--- config.mk ---
export PLATFORM = sky130hd
export DESIGN_NAME = vrl_root_cell
export DESIGN_NICKNAME = d
export VERILOG_FILES = /design/src/rtl/vrl_pkg.sv /design/src/rtl/vrl_root_cell.sv
export SDC_FILE = /design/constraint.sdc
export NUM_CORES = 1
export LEC_CHECK = 0
export ABC_AREA = 1
export CAP_MARGIN = 20
export CELL_PAD_IN_SITES_DETAIL_PLACEMENT = 0
export CELL_PAD_IN_SITES_GLOBAL_PLACEMENT = 1
export CORE_AREA = 2 2 183 185
export DETAILED_ROUTE_END_ITERATION = 8
export DIE_AREA = 0 0 185 187
export DONT_BUFFER_PORTS = 1
export PLACE_DENSITY_LB_ADDON = 0.1
export RECOVER_POWER = 50
export SETUP_SLACK_MARGIN = 0.02
export SLEW_MARGIN = 20
export SYNTH_ARGS = -nofsm -noshare
export SYNTH_HDL_FRONTEND = slang
export SYNTH_SLANG_ARGS = --single-unit
--- constraint.sdc ---
create_clock -name clk -period 9.27 [get_ports clk]
set_input_delay 0.4635 -clock clk [delete_from_list [all_inputs] [get_ports clk]]
set_output_delay 0.4635 -clock clk [all_outputs]
set_load 0.01 [all_outputs]
--- src/rtl/vrl_pkg.sv ---
`default_nettype none
package vrl_pkg;
  localparam int unsigned WORD_W    = 32;
  localparam int unsigned MAG_W     = 32;
  localparam int unsigned SUM_W     = 64;
  localparam int unsigned LEN_W     = 32;
  localparam int unsigned PROD_W    = 64;
  localparam int unsigned FRAC_BITS = 16;
  localparam int unsigned ROOT_CELLS = 32;
  localparam int unsigned DIV_CELLS  = 33;

  typedef struct packed {
    logic                 valid;
    logic                 zero;
    logic [2:0]           flip;
    logic [MAG_W-1:0]     tm;
    logic [3*MAG_W-1:0]   cm;
  } ctl_t;

  // magnitude of a 32-bit two's complement word, 0..2^31
  function automatic logic [MAG_W-1:0] word_mag(input logic [WORD_W-1:0] w);
    logic [MAG_W-1:0] r;
    r = w[WORD_W-1] ? (~w + 1'b1) : w;
    return r;
  endfunction
endpackage
`default_nettype wire

--- src/rtl/vrl_root_cell.sv ---
`default_nettype none
// One step of the bitwise square root: decide one result bit.
module vrl_root_cell (
  input  wire logic                      clk,
  input  wire logic                      rst,
  input  wire logic [5:0]                step,
  input  wire logic [vrl_pkg::SUM_W-1:0] rem_in,
  input  wire logic [vrl_pkg::LEN_W-1:0] root_in,
  input  wire vrl_pkg::ctl_t             ctl_in,
  output      logic [vrl_pkg::SUM_W-1:0] rem_out,
  output      logic [vrl_pkg::LEN_W-1:0] root_out,
  output      vrl_pkg::ctl_t             ctl_out
);
  logic [vrl_pkg::SUM_W+1:0] trial;
  logic [vrl_pkg::SUM_W+1:0] cand;
  logic [vrl_pkg::SUM_W+1:0] rem_w;

  always_comb begin
    rem_w = {2'b00, rem_in};
    cand  = ({2'b00, 32'd0, root_in} << (step + 6'd1)) |
            ({{(vrl_pkg::SUM_W+1){1'b0}}, 1'b1} << (step << 1));
    trial = rem_w - cand;
  end

  always_ff @(posedge clk) begin
    if (rst) begin
      ctl_out.valid <= 1'b0;
    end else begin
      ctl_out.valid <= ctl_in.valid;
    end
    ctl_out.zero <= ctl_in.zero;
    ctl_out.flip <= ctl_in.flip;
    ctl_out.tm   <= ctl_in.tm;
    ctl_out.cm   <= ctl_in.cm;
    if (rem_w >= cand) begin
      rem_out  <= trial[vrl_pkg::SUM_W-1:0];
      root_out <= root_in | (vrl_pkg::LEN_W'(1) << step[4:0]);
    end else begin
      rem_out  <= rem_in;
      root_out <= root_in;
    end
  end
endmodule
`default_nettype wire

==> results.toml, run 1 <==
[clock_network]
htreeDepth = 1
clkTransAtPathRegs_ps = 60
cts.sinks = 229
post_cts_resized = 0
post_cts_buffers = 0
root_buffer = "clkbuf_16"
max-clock-path-buffers = 3
cts_made_buffers = 23
cts_tree = "built"

[floorplanning]
ioPinCount = 466
dieHeight_um = 187
rows = 67
core_area_um2 = 32900
start_util_pct = 40.8
die_w_um = 185
dieArea_um2 = 34600

[synthesis]
yosysMostFrequentCell = "nand2_1"
ys_top_cells_by_count = "624 x nand2_1, 229 x dfxtp_1, 219 x nand3_1, 210 x inv_1, 210 x nor2_1"
yosys-top-cells-area = "dfxtp_1 34%, nand2_1 17%, nand3_1 8.2%, ha_1 6.6%, inv_1 5.9%"
synth_edf_count = 0
yosys_register_bits = 229
synth_fp_nets = 2364
syn-cell-area_um2 = 13400
ys_seq_area_share_pct = 34.2
postSynthAreaPerCell_um2 = 6.53
synthFlopType = "dfxtp_1"
yosysUniqueCellTypes = 46
syn_inst = 2055
yosysWarningCount = 0
synthArstFlopShare_pct = 0
synth_top_area_share_pct = 34.2
synth_largest_area_cell = "dfxtp_1"

[global_routing]
grt_pass1_vias = 13800
grt_first_pass_wirelength_um = 92800
grt_start_max_net_pins = 65
track_usage_pct = 36.6
gr-total-overflow = 0
antenna_found_initial = 5

[power]
p_per_area_nw_per_um2 = 208
seqPwrFrac_pct = 37.6
sw_frac_of_total_pct = 39.7
internal_power_uw = 2010
ir_drop_v = 0.000153
pwr-share-comb_pct = 33.5
switchingPower_uw = 1320
p_leak_uw = 0.00732
power_uw = 3340
clockPowerShare_pct = 28.9

[layout]
syn_to_final_growth_pct = 19.5
layout-drive-gt1-share_pct = 2.88
multi_input_area_um2 = 7650
nets = 2484
seqCellArea_um2 = 4580
n_fill_cell = 3445
final_core_util_pct = 48.8

[run_status]
status = "finished, final reports clean"

[setup_path]
endpoint = "rem_out[50]"
cp_data_required_time_ps = 9750
crit_path_top_delay_cell = "nand2_1"
worst-path-buf-inv = 5
start_kind = "input port"
crit_arrival_ps = 6260
crit_path_frequent_cell = "nand2_1"
worstSetupEndpointType = "flop"
cp_top_family = "buffers and inverters"
path_class = "input port to flop"
crit_chain = "inv_1, nor2_1, nand2_1, xnor2_2, buf_4, clkinv_1, nand2_1, inv_1, a221oi_1, ha_1, a21oi_1, o21ai_0, nand2_1, nand2_1, a21oi_1, nand3b_1, nand2_2, buf_4, nand3_1, nand2_1"
critPathMaxStageDelay_ps = 730
path_max_fanout = 64
critical_path_depth = 20
critPathLaunch = "step[3]"

[min_path]
min_from = "ctl_in[132]"
hold_depth = 2
holdCritPathClass = "input port to flop"

[detailed_routing]
ant_nets = 0
vias_per_cell = 5.55
routed_wl_um = 65600
wl_per_cell_um = 24.8
dr.first_iter.drc_count = 1520
vias = 14700
drc_errors = 0
dr.pass1.iters = 7

[timing]
slew_headroom_pct = 33.0
setup_tns_ps = 0
setup_violations = 0
period_needed_ps = 5790
slew_violations = 0
rsz0062_at_grt = "false"
finalHoldViolations = 0
fin_crit_sh_pct = 62.4
fmax_mhz = 173
tightest_slew_ps = 994

[place]
portBuffers = 0
dp_hpwl_um = 53600
gp_congestion = 1.07

[job]
drv_cap = 0
## what timing repair did
item / 4_1_cts / 5_1_grt
hold endpoints to repair: 155 / 0
endpoints found under the setup margin: 0 / 0
hold buffers: 155 / 0
## power groups by stage
stage	sequential, uW	clock, uW	combinational [uW]
final	1250	965	1120
after global routing	1260	1020	1230
after CTS	1260	981	1090
after detailed placement	1280	0	1030
after global placement	1280	0	1030
after floorplan	1220	0	728
## per-stage QoR
step                      worst slack [ps]  instances  hold WS, ps  instance area, um2
after floorplan                       5000       2055          491               13400
after global placement                3020       2443          491               13700
after detailed placement              3140       2443          491               13700
after CTS                             3690       2639         4.86               16000
after global routing                  3160       2639         31.4               16000
final                                 3480       2642         30.9               16000
## flip-flops by register name, summed over array words and instances, names as in the netlist
name and cells:
ctl_out 133, root_out 32, rem_out 64
## cell families (layout without fill, tap and decap cells)
| family | Yosys count | after routing | synth area share (%) |
|---|---|---|---|
| DFF | 229 | 229 | 34.2 |
| muxes | 3 | 3 | 0.224 |
| other | 0 | 3 | 0 |
| AOI/OAI and AO/OA | 312 | 312 | 12.9 |
| buffers and inverters | 285 | 421 | 8.95 |
| xor gates and xnor gates | 44 | 44 | 2.93 |
| and+or+nand+nor | 1110 | 1110 | 34.1 |
| adders and majority gates | 72 | 72 | 6.77 |
## final cells by class
type                            instances  area share (%)
Multi-Input combinational cell       1541            47.7
Timing Repair Buffer                  165            10.2
Clock inverter                          9           0.765
Tap cell                              448            3.50
Inverter                              215            5.05
Antenna cell                            3          0.0468
Sequential cell                       229            28.6
Clock buffer                           32            4.11
## layer usage
metal  routed length (um)  vias up  global-route usage (%)
met5                   27        -                       0
met4                 1840        4                    10.0
met3                 6240      103                    7.89
met2                29400      837                    57.7
met1                28200     6785                    50.3
li1                     -     6923                       -
## cells in the final DEF (no fill, tap or decap), types with 5 or more instances in the layout
cell type and instances:
a211oi_1 5, a21boi_0 5, a21o_1 8, a21oi_1 116, a31oi_1 12, buf_4 9
clkbuf_16 23, clkbuf_8 5, dfxtp_1 229, dlygate4sd3_1 155, ha_1 71, inv_1 210
nand2_1 624, nand3_1 219, nand3b_1 5, nand4_1 12, nor2_1 210, nor3_1 24
nor4_1 9, o21ai_0 126, o21bai_1 11, o22ai_1 12, xor2_1 36
## how the worst min path moves through the flow
stage                         to  slack, ps
detailed placement   ctl_out[22]        490
finish              ctl_out[132]         30
CTS                 root_out[10]          5
global placement     ctl_out[67]        490
floorplan             ctl_out[0]        490
global route        root_out[18]         30
Power figures use the tool's default switching activity.
==> run 2, diff against run 1 <==
- CORE_AREA: 2 2 183 185 -> 2 2 187 189
- DIE_AREA: 0 0 185 187 -> 0 0 189 191
- clock period: 9.27 -> 4.7 ns (I/O delays scaled with it)
==> run 2 against run 1 <==
  * Sequential share of layout area shrank 2.6 points
  * Cell area grew 9.9%
  * Flip-flop and latch count is the same
  * Global-route usage shrank 0.98 points
  * First-iteration DRC count shrank 4.1%
  * Core utilization grew 2.8 points
  * Non-clock buffer count grew 160
  * Total power grew 110%
  * Final cell count grew 6.4%
  * Sequential power grew 96%
  * Routed wire length grew 1.6%
  * Hold slack gained 5.6 ps
  * Critical endpoint is now root_out[9]
  * Largest power group is now combinational cells
  * Highest routed layer unchanged
==> results.toml, run 2 (same netlist as run 1, synthesis figures left out) <==
[global_routing]
grt_first_pass_wirelength_um = 94700
grt_start_max_net_pins = 65
track_usage_pct = 35.6
gr-total-overflow = 0
grt_pass1_vias = 14500
antenna_found_initial = 2

[power]
pwr-share-comb_pct = 35.9
switchingPower_uw = 2700
clockPowerShare_pct = 28.9
internal_power_uw = 4270
seqPwrFrac_pct = 35.2
sw_frac_of_total_pct = 38.7
p_per_area_nw_per_um2 = 396
p_leak_uw = 0.00812
ir_drop_v = 0.000319

[detailed_routing]
routed_wl_um = 66700
top_layer = "met5"
ant_nets = 0
dr.first_iter.drc_count = 1457
m1WireLength_um = 28900
vias = 15200
drc_errors = 0
dr_wl_met3_um = 5590
wl_per_cell_um = 23.7
vias_per_cell = 5.42
dr.pass1.iters = 7
dr_wl_met2_um = 30000

[floorplanning]
rows = 68
start_util_pct = 39.3
dieHeight_um = 191
dieArea_um2 = 36100
die_w_um = 189
ioPinCount = 466
core_area_um2 = 34100

[setup_path]
crit_chain = "ha_1, ha_1, inv_1, buf_4, nand3_1, nand2_1, o21ai_0, o21ai_0, nand2_1, ha_1, nand2_1, nor2_1, inv_1, nor2_1, inv_1, nor3_1, nand2_1, nand3b_1, nand2_2, nand2_4, buf_12, nand2_1, nand2_1"
crit_arrival_ps = 4820
worstSetupEndpointType = "flop"
cp_data_required_time_ps = 5160
path_max_fanout = 39
start_kind = "input port"
crit_path_frequent_cell = "nand2_1"
critPathMaxStageDelay_ps = 670
path_class = "input port to flop"
crit_path_top_delay_cell = "o21ai_0"

[job]
drv_cap = 0

[place]
dp_cells = 2533
portBuffers = 0
dp_hpwl_um = 53700
gp_congestion = 1.02

[clock_network]
cts.sinks = 229
htreeDepth = 1
cts_made_buffers = 24
post_cts_buffers = 0
cts_tree = "built"
root_buffer = "clkbuf_16"
max-clock-path-buffers = 3
clkTransAtPathRegs_ps = 60

[layout]
layout.cells.non_filler = 2812
largest_reg_flops = 133
syn_to_final_growth_pct = 31.3
final_core_util_pct = 51.6
nets = 2645
n_fill_cell = 3468
final_cell_mix = "624 x nand2_1, 232 x dlygate4sd3_1, 229 x dfxtp_1"
final_common_cell = "nand2_1"
regMostFlops = "ctl_out"
reg_top3 = "ctl_out: 133 flops, rem_out: 64 flops, root_out: 32 flops"
layout-drive-gt1-share_pct = 6.41

[timing]
rsz0062_at_grt = "false"
tightest_slew_ps = 799
setup_tns_ps = 0
fmax_mhz = 230
finalHoldViolations = 0
period_needed_ps = 4360
setup_violations = 0
slew_violations = 0
slew_headroom_pct = 46.3
fin_crit_sh_pct = 92.7

[run_status]
status = "finished, final reports clean"

[min_path]
holdCritPathClass = "input port to flop"
[run 2: cell types whose count changed in the layout (fill, tap and decap cells not counted), moves of 2 or more]
cell and delta:
buf_12 +9, buf_4 +74, clkbuf_16 +2, clkbuf_8 -3
clkinv_4 +3, dlygate4sd3_1 +77, inv_6 +2, o21ai_0 -2
o21ai_1 +2
[run 2: power by group through the flow]
stage	clock network [uW]	logic, uW	registers [uW]
finish	2010	2500	2450
global route	2120	2720	2460
CTS	2040	2450	2450
detailed placement	0	2270	2490
global placement	0	2280	2500
floorplan	0	1440	2410
[run 2: what timing repair did]
action                     CTS  global route
hold buffers               232             0
hold endpoints to repair   229             0
gates resized for setup      0             3
setup endpoints to repair    0            17
[run 2: area by class of cell]
| type | count | area, um2 | share of cell area, % |
|---|---|---|---|
| antenna | 3 | 7.51 | 0.0426 |
| clock buffer | 30 | 664 | 3.77 |
| clock inverter | 14 | 180 | 1.02 |
| inverter | 215 | 810 | 4.59 |
| multi-input combinational | 1541 | 7660 | 43.5 |
| sequential | 229 | 4580 | 26.0 |
| tap | 455 | 569 | 3.23 |
| timing repair buffer | 325 | 3150 | 17.9 |
[run 2: per-layer routing]
layer | global-route usage [%] | vias up
met3 | 7.05 | 111
met2 | 57.6 | 761
met5 | 0 | -
li1 | - | 7256
met4 | 11.4 | 4
met1 | 47.6 | 7109
[run 2: metrics by stage]
stage | hold WS [ps] | area (um2) | power [uW] | setup slack, ps
final | 36.6 | 17600 | 6970 | 343
after global routing | 50.2 | 17600 | 7300 | 62.6
after CTS | 5.20 | 17600 | 6940 | 475
after detailed placement | 263 | 14400 | 4760 | -41.8
after global placement | 263 | 14400 | 4780 | -156
after floorplan | 263 | 13400 | 3850 | 654
[run 2: worst paths after layout]
check	from	to	slack, ps	depth (start not counted)
worst max-delay path	step[0]	root_out[9]	340	23
worst min-delay path	step[3]	root_out[8]	40	4
[run 2: worst max-delay path, delay by kind of cell]
kind                     cells  cell delay, ps
buffers and inverters        5             710
adder cells (fa/ha/maj)      3            1030
AND/OR/NAND/NOR             13            1940
AO/OA/AOI/OAI                2             870
