`src/rtl/vrl_pkg.sv`:
```
`default_nettype none
package vrl_pkg;
  localparam int unsigned WORD_W    = 32;
  localparam int unsigned MAG_W     = 32;
  localparam int unsigned SUM_W     = 64;
  localparam int unsigned LEN_W     = 32;
  localparam int unsigned PROD_W    = 64;
  localparam int unsigned FRAC_BITS = 16;
  localparam int unsigned ROOT_CELLS = 32;
  localparam int unsigned DIV_CELLS  = 33;

  typedef struct packed {
    logic                 valid;
    logic                 zero;
    logic [2:0]           flip;
    logic [MAG_W-1:0]     tm;
    logic [3*MAG_W-1:0]   cm;
  } ctl_t;

  // magnitude of a 32-bit two's complement word, 0..2^31
  function automatic logic [MAG_W-1:0] word_mag(input logic [WORD_W-1:0] w);
    logic [MAG_W-1:0] r;
    r = w[WORD_W-1] ? (~w + 1'b1) : w;
    return r;
  endfunction
endpackage
`default_nettype wire

```
`src/rtl/vrl_div_cell.sv`:
```
`default_nettype none
// One restoring division step for three dividends sharing one divisor.
module vrl_div_cell (
  input  wire logic                       clk,
  input  wire logic                       rst,
  input  wire logic [5:0]                 step,
  input  wire logic [vrl_pkg::LEN_W-1:0]  den,
  input  wire logic [3*vrl_pkg::PROD_W-1:0] num_in,
  input  wire logic [3*vrl_pkg::LEN_W+2:0]  rem_in,
  input  wire logic [3*vrl_pkg::LEN_W+2:0]  quo_in,
  input  wire logic                       valid_in,
  input  wire logic                       zero_in,
  input  wire logic [2:0]                 flip_in,
  output      logic [vrl_pkg::LEN_W-1:0]  den_out,
  output      logic [3*vrl_pkg::PROD_W-1:0] num_out,
  output      logic [3*vrl_pkg::LEN_W+2:0]  rem_out,
  output      logic [3*vrl_pkg::LEN_W+2:0]  quo_out,
  output      logic                       valid_out,
  output      logic                       zero_out,
  output      logic [2:0]                 flip_out
);
  localparam int unsigned RW = vrl_pkg::LEN_W + 1;
  logic [RW-1:0] r_sh [3];
  logic [RW-1:0] r_nx [3];
  logic [2:0]    q_bit;

  always_comb begin
    for (int k = 0; k < 3; k++) begin
      // shift in the next numerator bit, then compare against the length
      r_sh[k] = {rem_in[k*RW +: RW-1],
                 num_in[k*vrl_pkg::PROD_W + 32 - int'(step)]};
      q_bit[k] = (r_sh[k] >= {1'b0, den});
      r_nx[k]  = q_bit[k] ? (r_sh[k] - {1'b0, den}) : r_sh[k];
    end
  end

  always_ff @(posedge clk) begin
    if (rst) begin
      valid_out <= 1'b0;
    end else begin
      valid_out <= valid_in;
    end
    den_out  <= den;
    num_out  <= num_in;
    zero_out <= zero_in;
    flip_out <= flip_in;
    for (int k = 0; k < 3; k++) begin
      rem_out[k*RW +: RW] <= r_nx[k];
      quo_out[k*RW +: RW] <= {quo_in[k*RW +: RW-1], q_bit[k]};
    end
  end
endmodule
`default_nettype wire

```
`config.mk`:
```
export PLATFORM = sky130hd
export DESIGN_NAME = vrl_div_cell
export DESIGN_NICKNAME = d
export VERILOG_FILES = /design/src/rtl/vrl_pkg.sv /design/src/rtl/vrl_div_cell.sv
export SDC_FILE = /design/constraint.sdc
export NUM_CORES = 1
export LEC_CHECK = 0
export BUFFER_PORTS_ARGS = -buffer_cell sky130_fd_sc_hd__buf_4
export CAP_MARGIN = 20
export CELL_PAD_IN_SITES_DETAIL_PLACEMENT = 1
export CELL_PAD_IN_SITES_GLOBAL_PLACEMENT = 2
export CORE_AREA = 4 4 331 333
export DETAILED_ROUTE_END_ITERATION = 10
export DIE_AREA = 0 0 335 337
export PLACE_DENSITY = 0.53
export REMOVE_ABC_BUFFERS = 1
export SLEW_MARGIN = 15
export SYNTH_ARGS = -nofsm -noshare
export SYNTH_HDL_FRONTEND = slang
export SYNTH_SLANG_ARGS = --single-unit
```
`constraint.sdc`:
```
create_clock -name clk -period 16 [get_ports clk]
set_input_delay 1.6 -clock clk [delete_from_list [all_inputs] [get_ports clk]]
set_output_delay 1.6 -clock clk [all_outputs]
set_load 0.05 [all_outputs]
```
==> impl_metrics.py, run 1 <==
metrics = {
    "outcome": {
        "run_status": "finished clean",
    },
    "cells_and_area": {
        "post_route_cells_drive_above_1_share_pct": 43.3,
        "layout.cells.most_common": "sky130_fd_sc_hd__buf_4",
        "final_cell_mix": "sky130_fd_sc_hd__buf_4, sky130_fd_sc_hd__dfxtp_1, sky130_fd_sc_hd__nand2_1",
        "fillerInstances": 12300,
        "finalInstanceArea_sq_um": 26300,
        "nets": 2889,
        "area.growth.synth_to_final_pct": 60.6,
    },
    "die": {
        "ios": 862,
        "area_of_the_die_sq_um": 113000,
        "core-area_sq_um": 107000,
        "die_height_um": 337,
        "initial_utilization_pct": 15.4,
        "chipWidth_um": 335,
        "placementRows": 120,
    },
    "grt": {
        "grt.total_usage_pct": 15.9,
        "first_global_vias": 16600,
        "maximum_number_of_pins_on_one_net_before_global_route_repair": 55,
        "grt_antenna_before_repair": 25,
        "wire_length_of_the_first_global_routing_pass_um": 128000,
        "grt_overflow_total": 0,
    },
    "place": {
        "number_of_i_o_port_buffers": 855,
        "routabilityCongestion": 0.908,
        "dpl.hpwl_um": 81300,
        "pre_cts_ws_ns": 7.26,
        "place_area_sq_um": 24400,
    },
    "route": {
        "drt_iter0_markers": 527,
        "drcViolationCount": 0,
        "routed_wl_um": 93400,
        "final_antenna_net_count": 0,
        "via_count": 15000,
        "drt_first_pass_iters": 4,
        "drt-wirelength-per-cell_um": 24.5,
        "viasPerCell": 3.95,
    },
    "timing": {
        "worst_slack_setup_final_ns": 8.26,
        "period_share_pct": 48.4,
        "grt_setup_unrepaired": "no",
        "final-setup-viol-count": 0,
        "transition_time_at_the_pin_with_the_least_slew_margin_ns": 0.921,
        "worst_slew_slack_as_a_fraction_of_its_limit_pct": 38.0,
        "fmax_mhz": 129,
        "setup-tns-final_ns": 0,
        "final_max_slew_viols": 0,
        "timing.final.crit_period_ns": 7.74,
        "hold_viol_final": 0,
        "fin_hold_ws_ns": 1.07,
    },
    "synthesis": {
        "synth-seq-cells": 427,
        "dominantRegCellSynth": "sky130_fd_sc_hd__dfxtp_1",
        "synth-edff-count": 0,
        "postSynthAreaPerCell_sq_um": 11.1,
        "netlist-cell-type-count": 82,
        "ys_seq_area_share_pct": 52.2,
        "synth.yosys.warnings": 0,
        "synth_async_sr_flop_share_pct": 0,
        "syn_area_sq_um": 16400,
        "postSynthCellCount": 1474,
    },
    "job": {
        "max_cap_viol_count": 0,
    },
    "clocking": {
        "root_buffer": "sky130_fd_sc_hd__clkbuf_16",
        "postCtsHoldBufs": 0,
        "cts_buffer_depth": 3,
        "tritoncts": "done",
        "post-cts-setup-buffer-count": 0,
        "cts-buffers-inserted": 54,
        "clock-sinks": 427,
        "post_cts_resize_count": 0,
        "clk_pin_slew_ns": 0.06,
        "cts.htree.levels": 2,
    },
    "setup_path": {
        "critPathRequiredTime_ns": 16.47,
        "worstSetupStartpointType": "input port",
        "startpoint": "step[0]",
        "critPathKind": "input port to flop",
        "capturing_element_type_of_the_critical_path": "flop",
        "critical_path.max_fanout": 45,
        "arrival_ns": 8.21,
    },
    "hold_path": {
        "origin_of_the_worst_min_delay_path": "quo_in[27]",
        "worst_min_delay_path_class": "input port to flop",
    },
    "pwr": {
        "vdd_ir_drop_max_uv": 81.5,
        "leakagePower_nw": 12.1,
        "power_density_nw_per_um2": 134,
        "fin_total_pwr_mw": 3.53,
    },
}
[cells in the mapped netlist (all sizes together) (21+ instances only)]
cell | number | area (sq um)
xnor2 | 47 | 412
mux2i | 28 | 280
o21ai | 104 | 524
dfxtp | 427 | 8550
a21o | 50 | 375
nand2 | 115 | 432
mux2 | 21 | 236
nor2 | 72 | 270
xor2 | 32 | 295
nand3 | 21 | 110
inv | 65 | 244
a21oi | 92 | 472
buf | 22 | 150
ha | 97 | 1210
mux4 | 49 | 1110
[metal layers]
metal  global-route usage (%)  up-vias  wire, um
li1                         -     7043         -
met1                     18.4     7321     37200
met2                     27.8      505     46300
met3                     5.75      118      7630
met4                     3.99       24      2100
met5                        0        -       161
[kinds of logic after synthesis]
kind of cell	after synthesis	synth area share, %
DFF	427	52.2
adders and majority gates	100	7.78
buffers and inverters	104	2.81
xor gates and xnor gates	79	4.32
muxes	98	9.92
AOI/OAI and AO/OA	360	14.1
and+or+nand+nor	306	8.83
[power by group]
| part | switching [mW] | internal, mW | leakage, nW | total [mW] |
|---|---|---|---|---|
| registers | 0.0444 | 1.17 | 3.60 | 1.21 |
| logic | 0.678 | 0.349 | 7.60 | 1.03 |
| clock network | 0.511 | 0.785 | 0.914 | 1.30 |
| total | 1.23 | 2.30 | 12.1 | 3.53 |
[registers in the layout (all words and copies together) (netlist names)]
register   cells
flip_out       3
quo_out       99
valid_out      1
rem_out       99
zero_out       1
num_out      192
den_out       32
[final timing paths]
check	to	slack (ns)	cells past startpoint
min	quo_out[28]	1.07	1
max	rem_out[74]	8.26	21
[metrics by stage]
| step | utilization [%] | instances |
|---|---|---|
| floorplan | - | 1435 |
| global placement | 22.9 | 3701 |
| detailed placement | 22.9 | 3701 |
| CTS | 24.7 | 3799 |
| global route | 24.7 | 3801 |
| finish | 24.7 | 3805 |
[worst max-delay path, cell delays in order]
cell,delay (ns)
sky130_fd_sc_hd__buf_4,0.23
sky130_fd_sc_hd__inv_1,0.08
sky130_fd_sc_hd__ha_2,0.31
sky130_fd_sc_hd__buf_4,0.56
sky130_fd_sc_hd__mux4_2,0.42
sky130_fd_sc_hd__mux4_2,0.48
sky130_fd_sc_hd__and2b_1,0.18
sky130_fd_sc_hd__a211oi_2,0.26
sky130_fd_sc_hd__a211o_2,0.30
sky130_fd_sc_hd__nand3_2,0.11
sky130_fd_sc_hd__a31oi_2,0.48
sky130_fd_sc_hd__ha_1,0.30
sky130_fd_sc_hd__nand3b_1,0.14
sky130_fd_sc_hd__nand2_1,0.11
sky130_fd_sc_hd__a221oi_1,0.71
sky130_fd_sc_hd__o21a_1,0.28
sky130_fd_sc_hd__o21ai_1,0.14
sky130_fd_sc_hd__a21oi_1,0.29
sky130_fd_sc_hd__o31a_2,0.43
sky130_fd_sc_hd__buf_4,0.45
sky130_fd_sc_hd__o21ai_0,0.24
[cell type report]
type | count | area, sq um | area share (%)
tap | 1403 | 1760 | 6.67
clock inverter | 26 | 382 | 1.45
inverter | 65 | 244 | 0.928
sequential | 427 | 8550 | 32.5
clock buffer | 72 | 1490 | 5.67
antenna | 6 | 15.0 | 0.0571
timing repair buffer | 863 | 6480 | 24.6
multi-input combinational | 943 | 7390 | 28.1
(Power assumes the default switching activity.)
==> run 2, diff against run 1 <==
--- a/config.mk
+++ b/config.mk
@@ -5,14 +5,15 @@
 export SDC_FILE = /design/constraint.sdc
 export NUM_CORES = 1
 export LEC_CHECK = 0
+export ABC_AREA = 1
 export BUFFER_PORTS_ARGS = -buffer_cell sky130_fd_sc_hd__buf_4
 export CAP_MARGIN = 20
 export CELL_PAD_IN_SITES_DETAIL_PLACEMENT = 1
 export CELL_PAD_IN_SITES_GLOBAL_PLACEMENT = 2
-export CORE_AREA = 4 4 331 333
+export CORE_AREA = 4 4 334 336
 export DETAILED_ROUTE_END_ITERATION = 10
-export DIE_AREA = 0 0 335 337
-export PLACE_DENSITY = 0.53
+export DIE_AREA = 0 0 338 340
+export PLACE_DENSITY = 0.58
 export REMOVE_ABC_BUFFERS = 1
 export SLEW_MARGIN = 15
 export SYNTH_ARGS = -nofsm -noshare
==> constraint.sdc (replaced) <==
create_clock -name clk -period 7.6 [get_ports clk]
set_input_delay 0.76 -clock clk [delete_from_list [all_inputs] [get_ports clk]]
set_output_delay 0.76 -clock clk [all_outputs]
set_load 0.05 [all_outputs]
==> impl_metrics.py, run 2 <==
metrics = {
    "cells_and_area": {
        "post_route_cells_drive_above_1_share_pct": 31.8,
        "reg_with_most_ffs": "num_out",
        "number_of_flip_flops_under_the_largest_register_name": 192,
        "layout.cells.most_common": "sky130_fd_sc_hd__buf_4",
        "nets": 3624,
        "fillerInstances": 13000,
        "leading_registers_by_flop_count": "num_out (192), quo_out (99), rem_out (99)",
        "area.growth.synth_to_final_pct": 55.0,
        "finalInstanceArea_sq_um": 27600,
        "final_cell_mix": "sky130_fd_sc_hd__buf_4, sky130_fd_sc_hd__nand2_1, sky130_fd_sc_hd__dfxtp_1",
    },
    "synthesis": {
        "yosysTopAreaCell": "sky130_fd_sc_hd__dfxtp_1",
        "dominantRegCellSynth": "sky130_fd_sc_hd__dfxtp_1",
        "synth_top_family_by_area": "simple AND/OR/NAND/NOR gates",
        "synth_adder_area_share_pct": 7.14,
        "netlist-cell-type-count": 43,
        "postSynthCellCount": 2226,
        "post-synth-top-area-fraction_pct": 47.9,
        "post_synth_xor_area_fraction_pct": 3.87,
        "post_synth_most_frequent_cells": "sky130_fd_sc_hd__nand2_1, sky130_fd_sc_hd__dfxtp_1, sky130_fd_sc_hd__nor2_1",
        "syn_area_sq_um": 17800,
        "synth_async_sr_flop_share_pct": 0,
        "ys_top_cells_by_area": "sky130_fd_sc_hd__dfxtp_1, sky130_fd_sc_hd__nand2_1, sky130_fd_sc_hd__ha_1",
        "synth.yosys.warnings": 0,
        "yosysMostFrequentCell": "sky130_fd_sc_hd__nand2_1",
        "ys_seq_area_share_pct": 47.9,
        "yosys-mux-area-fraction_pct": 0,
        "synth-seq-cells": 427,
        "synth-edff-count": 0,
        "synth-compound-area-share_pct": 11.7,
        "postSynthAreaPerCell_sq_um": 8.01,
        "yosys.area_share.simple_pct": 23.1,
    },
    "setup_path": {
        "arrival_ns": 5.91,
        "critPathRequiredTime_ns": 8.13,
        "worstSetupStartpointType": "input port",
        "critPathKind": "input port to flop",
        "critical_path.max_fanout": 37,
        "capturing_element_type_of_the_critical_path": "flop",
    },
    "route": {
        "via_count": 18300,
        "drt_first_pass_iters": 5,
        "drt_iter0_markers": 667,
        "viasPerCell": 4.01,
        "routed_wl_um": 109000,
        "final_antenna_net_count": 0,
        "drt-wirelength-per-cell_um": 24.0,
        "drcViolationCount": 0,
    },
    "pwr": {
        "power.combinational.fraction_pct": 30.1,
        "switching_share_pct": 36.8,
        "vdd_ir_drop_max_uv": 146,
        "power_density_nw_per_um2": 272,
        "leakagePower_nw": 13.1,
        "fin_total_pwr_mw": 7.52,
        "clockPowerShare_pct": 36.4,
        "p_int_mw": 4.75,
        "total_switching_power_mw": 2.76,
        "seq_power_share_pct": 33.5,
    },
    "timing": {
        "timing.final.crit_period_ns": 5.38,
        "fmax_mhz": 186,
        "hold_viol_final": 0,
        "grt_setup_unrepaired": "no",
        "setup-tns-final_ns": 0,
        "final-setup-viol-count": 0,
        "final_max_slew_viols": 0,
        "worst_slack_setup_final_ns": 2.22,
        "transition_time_at_the_pin_with_the_least_slew_margin_ns": 0.981,
        "worst_slew_slack_as_a_fraction_of_its_limit_pct": 34.6,
        "period_share_pct": 70.7,
        "fin_hold_ws_ns": 0.218,
    },
    "clocking": {
        "clock-sinks": 427,
        "cts_buffer_depth": 3,
        "tritoncts": "done",
        "post_cts_resize_count": 0,
        "postCtsHoldBufs": 0,
        "cts.htree.levels": 2,
        "post-cts-setup-buffer-count": 0,
        "root_buffer": "sky130_fd_sc_hd__clkbuf_16",
        "clk_pin_slew_ns": 0.06,
        "cts-buffers-inserted": 53,
    },
    "die": {
        "initial_utilization_pct": 16.4,
        "placementRows": 121,
        "die_height_um": 340,
        "area_of_the_die_sq_um": 115000,
        "ios": 862,
        "chipWidth_um": 338,
        "core-area_sq_um": 109000,
    },
    "grt": {
        "grt.total_usage_pct": 18.2,
        "maximum_number_of_pins_on_one_net_before_global_route_repair": 67,
        "grt_overflow_total": 0,
        "grt_antenna_before_repair": 32,
        "first_global_vias": 19400,
        "wire_length_of_the_first_global_routing_pass_um": 149000,
    },
    "hold_path": {
        "worst_hold_path.num_cells": 1,
        "worst_min_delay_path_class": "input port to flop",
    },
    "place": {
        "dpl.hpwl_um": 93200,
        "number_of_i_o_port_buffers": 855,
        "place_area_sq_um": 25800,
        "pre_cts_ws_ns": 1.36,
        "routabilityCongestion": 0.843,
    },
    "job": {
        "max_cap_viol_count": 0,
    },
    "outcome": {
        "run_status": "finished clean",
    },
}
[run 2: cell count changes after synthesis, sizes merged, moves of 25 or more]
| cell | before | now |
|---|---|---|
| a21o | 50 | 8 |
| a21oi | 92 | 118 |
| buf | 22 | 47 |
| inv | 65 | 201 |
| mux2i | 28 | 0 |
| mux4 | 49 | 0 |
| nand2 | 115 | 540 |
| nand3 | 21 | 174 |
| nor2 | 72 | 228 |
| o21ai | 104 | 195 |
[run 2: area by class of cell]
type	instances	area, sq um	share of cell area [%]
Antenna cell	6	15.0	0.0543
Sequential cell	427	8550	30.9
Timing Repair Buffer	863	6480	23.4
Multi-Input combinational cell	1543	8190	29.6
Clock buffer	73	1520	5.51
Inverter	201	762	2.76
Tap cell	1414	1770	6.40
Clock inverter	26	345	1.25
[run 2: kinds of logic after synthesis]
logic type	after synthesis
AOI/OAI and AO/OA	369
xor gates and xnor gates	77
adders and majority gates	100
buffers and inverters	256
DFF	427
and+or+nand+nor	997
[run 2: per-stage QoR]
| step | cells | util, % |
|---|---|---|
| after floorplan | 2171 | - |
| after global placement | 4448 | 23.7 |
| after detailed placement | 4448 | 23.7 |
| after CTS | 4547 | 25.4 |
| after global routing | 4550 | 25.4 |
| final | 4553 | 25.5 |
[run 2: layer usage]
metal	vias up	track usage (%)	wire length, um
met4	36	5.98	3540
met3	148	6.24	8730
met5	-	0	205
met2	534	33.1	55300
li1	8996	-	-
met1	8560	19.6	41500
[run 2: critical path, cell delays in order]
cell and delay (ns):
sky130_fd_sc_hd__buf_4 0.38, sky130_fd_sc_hd__inv_4 0.25, sky130_fd_sc_hd__ha_2 0.35, sky130_fd_sc_hd__xor2_4 0.62, sky130_fd_sc_hd__buf_4 0.33, sky130_fd_sc_hd__nand3_1 0.09, sky130_fd_sc_hd__nand3_1 0.08, sky130_fd_sc_hd__nand3_1 0.14
sky130_fd_sc_hd__nand3_1 0.19, sky130_fd_sc_hd__nand2_2 0.10, sky130_fd_sc_hd__nand2_2 0.12, sky130_fd_sc_hd__nand3_2 0.12, sky130_fd_sc_hd__nand2_1 0.09, sky130_fd_sc_hd__ha_1 0.18, sky130_fd_sc_hd__nand3b_1 0.13, sky130_fd_sc_hd__nand2_2 0.10
sky130_fd_sc_hd__a21oi_2 0.22, sky130_fd_sc_hd__o21bai_1 0.13, sky130_fd_sc_hd__nand3_1 0.10, sky130_fd_sc_hd__nand3_2 0.15, sky130_fd_sc_hd__a21oi_4 0.52, sky130_fd_sc_hd__buf_4 0.46, sky130_fd_sc_hd__or2_0 0.16, sky130_fd_sc_hd__nand2_1 0.05
[run 2: worst paths after layout]
check	start	to	slack [ns]
hold / removal	zero_in	zero_out	0.22
setup / recovery	step[0]	rem_out[66]	2.22
[run 2: power by group through the flow]
stage	combinational (mW)	sequential, mW	clock [mW]
after floorplan	0.612	3.28	0
after detailed placement	2.31	2.57	0
final	2.26	2.52	2.74
after global placement	2.31	2.57	0
after CTS	2.31	2.52	2.83
after global routing	2.42	2.54	2.91
==> run 3, diff against run 2 <==
==> constraint.sdc (replaced) <==
create_clock -name clk -period 5.4 [get_ports clk]
set_input_delay 0.54 -clock clk [delete_from_list [all_inputs] [get_ports clk]]
set_output_delay 0.54 -clock clk [all_outputs]
set_load 0.05 [all_outputs]
==> impl_metrics.py, run 3 (synthesis gave the netlist of run 2 again) <==
metrics = {
    "clocking": {
        "post-cts-setup-buffer-count": 0,
        "cts-buffers-inserted": 53,
        "root_buffer": "sky130_fd_sc_hd__clkbuf_16",
        "tritoncts": "done",
        "cts_buffer_depth": 3,
        "cts.htree.levels": 2,
        "postCtsHoldBufs": 288,
        "post_cts_resize_count": 0,
        "clk_pin_slew_ns": 0.06,
        "clock-sinks": 427,
    },
    "pwr": {
        "fin_total_pwr_mw": 10.6,
        "seq_power_share_pct": 33.3,
        "power_density_nw_per_um2": 348,
        "switching_share_pct": 36.7,
        "total_switching_power_mw": 3.90,
        "power.combinational.fraction_pct": 32.0,
        "p_int_mw": 6.74,
        "leakagePower_nw": 14.4,
        "clockPowerShare_pct": 34.7,
        "vdd_ir_drop_max_uv": 233,
    },
    "setup_path": {
        "critical_path_depth": 23,
        "timing.critical_path.max_delay_family": "simple AND/OR/NAND/NOR gates",
        "capturing_element_type_of_the_critical_path": "flop",
        "buffers_inverters_on_critical_path": 3,
        "critPathKind": "input port to flop",
        "crit_path_cell_trace": "buf_4, inv_4, ha_2, xnor2_4, nand3_1, nand3_1, nand3_1, nand3_1, nand2_2, nand2_2, nand3_2, nand2_1, ha_1, nand3b_1, nand2_2, a21oi_2, o21bai_1, nand3_1, nand3_2, a21oi_4, buf_4, or2_0, nand2_1",
        "worst_path_largest_cell_delay_ns": 0.81,
        "worst_setup_path_end": "rem_out[66]",
        "startpoint": "step[0]",
        "critical_path.max_fanout": 29,
        "worstSetupStartpointType": "input port",
        "slowest_library_cell_on_the_worst_path": "sky130_fd_sc_hd__xnor2_4",
        "arrival_ns": 4.86,
        "critPathRequiredTime_ns": 5.91,
        "cp_common_cell": "sky130_fd_sc_hd__nand3_1",
    },
    "die": {
        "die_height_um": 340,
        "chipWidth_um": 338,
        "ios": 862,
        "placementRows": 121,
        "initial_utilization_pct": 16.4,
        "area_of_the_die_sq_um": 115000,
        "core-area_sq_um": 109000,
    },
    "outcome": {
        "run_status": "finished clean",
    },
    "grt": {
        "grt_overflow_total": 0,
        "grt.total_usage_pct": 18.8,
        "grt_antenna_before_repair": 27,
        "first_global_vias": 21300,
        "maximum_number_of_pins_on_one_net_before_global_route_repair": 99,
        "wire_length_of_the_first_global_routing_pass_um": 155000,
    },
    "route": {
        "final_antenna_net_count": 0,
        "drt-wirelength-per-cell_um": 23.2,
        "drt_iter0_markers": 667,
        "routed_wl_um": 113000,
        "via_count": 19500,
        "drt_first_pass_iters": 5,
        "drcViolationCount": 0,
        "wirelength_met1_um": 43800,
        "viasPerCell": 4.01,
        "met3_length_um": 7720,
        "total_length_of_routed_met2_wires_um": 56200,
        "top_signal_layer_used": "met5",
    },
    "timing": {
        "timing.final.crit_period_ns": 4.34,
        "period_share_pct": 80.4,
        "final-setup-viol-count": 0,
        "hold_viol_final": 0,
        "setup-tns-final_ns": 0,
        "final_max_slew_viols": 0,
        "grt_setup_unrepaired": "no",
        "fmax_mhz": 230,
        "worst_slew_slack_as_a_fraction_of_its_limit_pct": 32.4,
        "transition_time_at_the_pin_with_the_least_slew_margin_ns": 1.01,
    },
    "hold_path": {
        "worst_hold_path.num_cells": 1,
        "worst_min_delay_path_class": "input port to flop",
    },
    "cells_and_area": {
        "post_route_cells_drive_above_1_share_pct": 29.2,
        "final_cell_mix": "sky130_fd_sc_hd__buf_4, sky130_fd_sc_hd__nand2_1, sky130_fd_sc_hd__dfxtp_1",
        "reg_with_most_ffs": "num_out",
        "number_of_flip_flops_under_the_largest_register_name": 192,
        "layout.cells.most_common": "sky130_fd_sc_hd__buf_4",
        "area.growth.synth_to_final_pct": 71.5,
        "finalInstanceArea_sq_um": 30600,
        "leading_registers_by_flop_count": "num_out (192), quo_out (99), rem_out (99)",
        "nets": 3921,
        "fillerInstances": 12900,
        "core_occupancy_in_the_finished_layout_pct": 28.2,
    },
    "place": {
        "dpl.hpwl_um": 93700,
        "number_of_i_o_port_buffers": 855,
        "place_area_sq_um": 25900,
        "routabilityCongestion": 0.839,
    },
    "job": {
        "max_cap_viol_count": 0,
    },
}
-- run 3: cell types whose count changed in the layout (fill, tap and decap cells not counted), sizes merged --
cell         delta
buf             +9
bufinv          -3
clkbuf          +5
clkinvlp        -6
diode           +6
dlygate4sd3   +288
inv             +1
-- run 3: stage by stage --
stage / std cells / setup slack, ns / hold WS [ns]
floorplan: 2171 / 0.159 / 0.568
global placement: 4457 / 0.343 / 0.645
detailed placement: 4457 / 0.263 / 0.645
CTS: 4841 / 0.957 / 0.000126
global route: 4844 / 0.680 / 0.00125
finish: 4853 / 1.06 / 0.0609
-- run 3: power groups by stage --
stage	sequential, mW	combinational [mW]	clock, mW
2_1_floorplan	4.62	0.862	0
3_3_place_gp	3.62	3.26	0
3_5_place_dp	3.61	3.26	0
4_1_cts	3.55	3.47	3.85
5_1_grt	3.58	3.64	3.97
6_report	3.55	3.40	3.70
-- run 3: worst min-delay path by stage --
stage,startpoint,endpoint,slack [ns]
after floorplan,den[0],den_out[0],0.57
after global placement,quo_in[27],quo_out[28],0.64
after detailed placement,quo_in[12],quo_out[13],0.65
after CTS,num_in[27],num_out[27],0.0001
after global routing,num_in[33],num_out[33],0.001
final,num_in[123],num_out[123],0.06
-- run 3: final cells by class --
class / count / area (sq um) / area share [%]
clock buffer: 78 / 1580 / 5.17
multi-input combinational: 1543 / 8190 / 26.8
timing repair buffer: 1160 / 9480 / 31.0
sequential: 427 / 8550 / 28.0
tap: 1414 / 1770 / 5.79
inverter: 201 / 762 / 2.49
clock inverter: 18 / 219 / 0.716
antenna: 12 / 30.0 / 0.0982
-- run 3: metal layers --
| layer | global-route usage (%) | vias to the layer above |
|---|---|---|
| met5 | 0 | - |
| met1 | 20.8 | 9107 |
| met2 | 34.0 | 592 |
| met3 | 5.13 | 171 |
| li1 | - | 9580 |
| met4 | 7.30 | 26 |
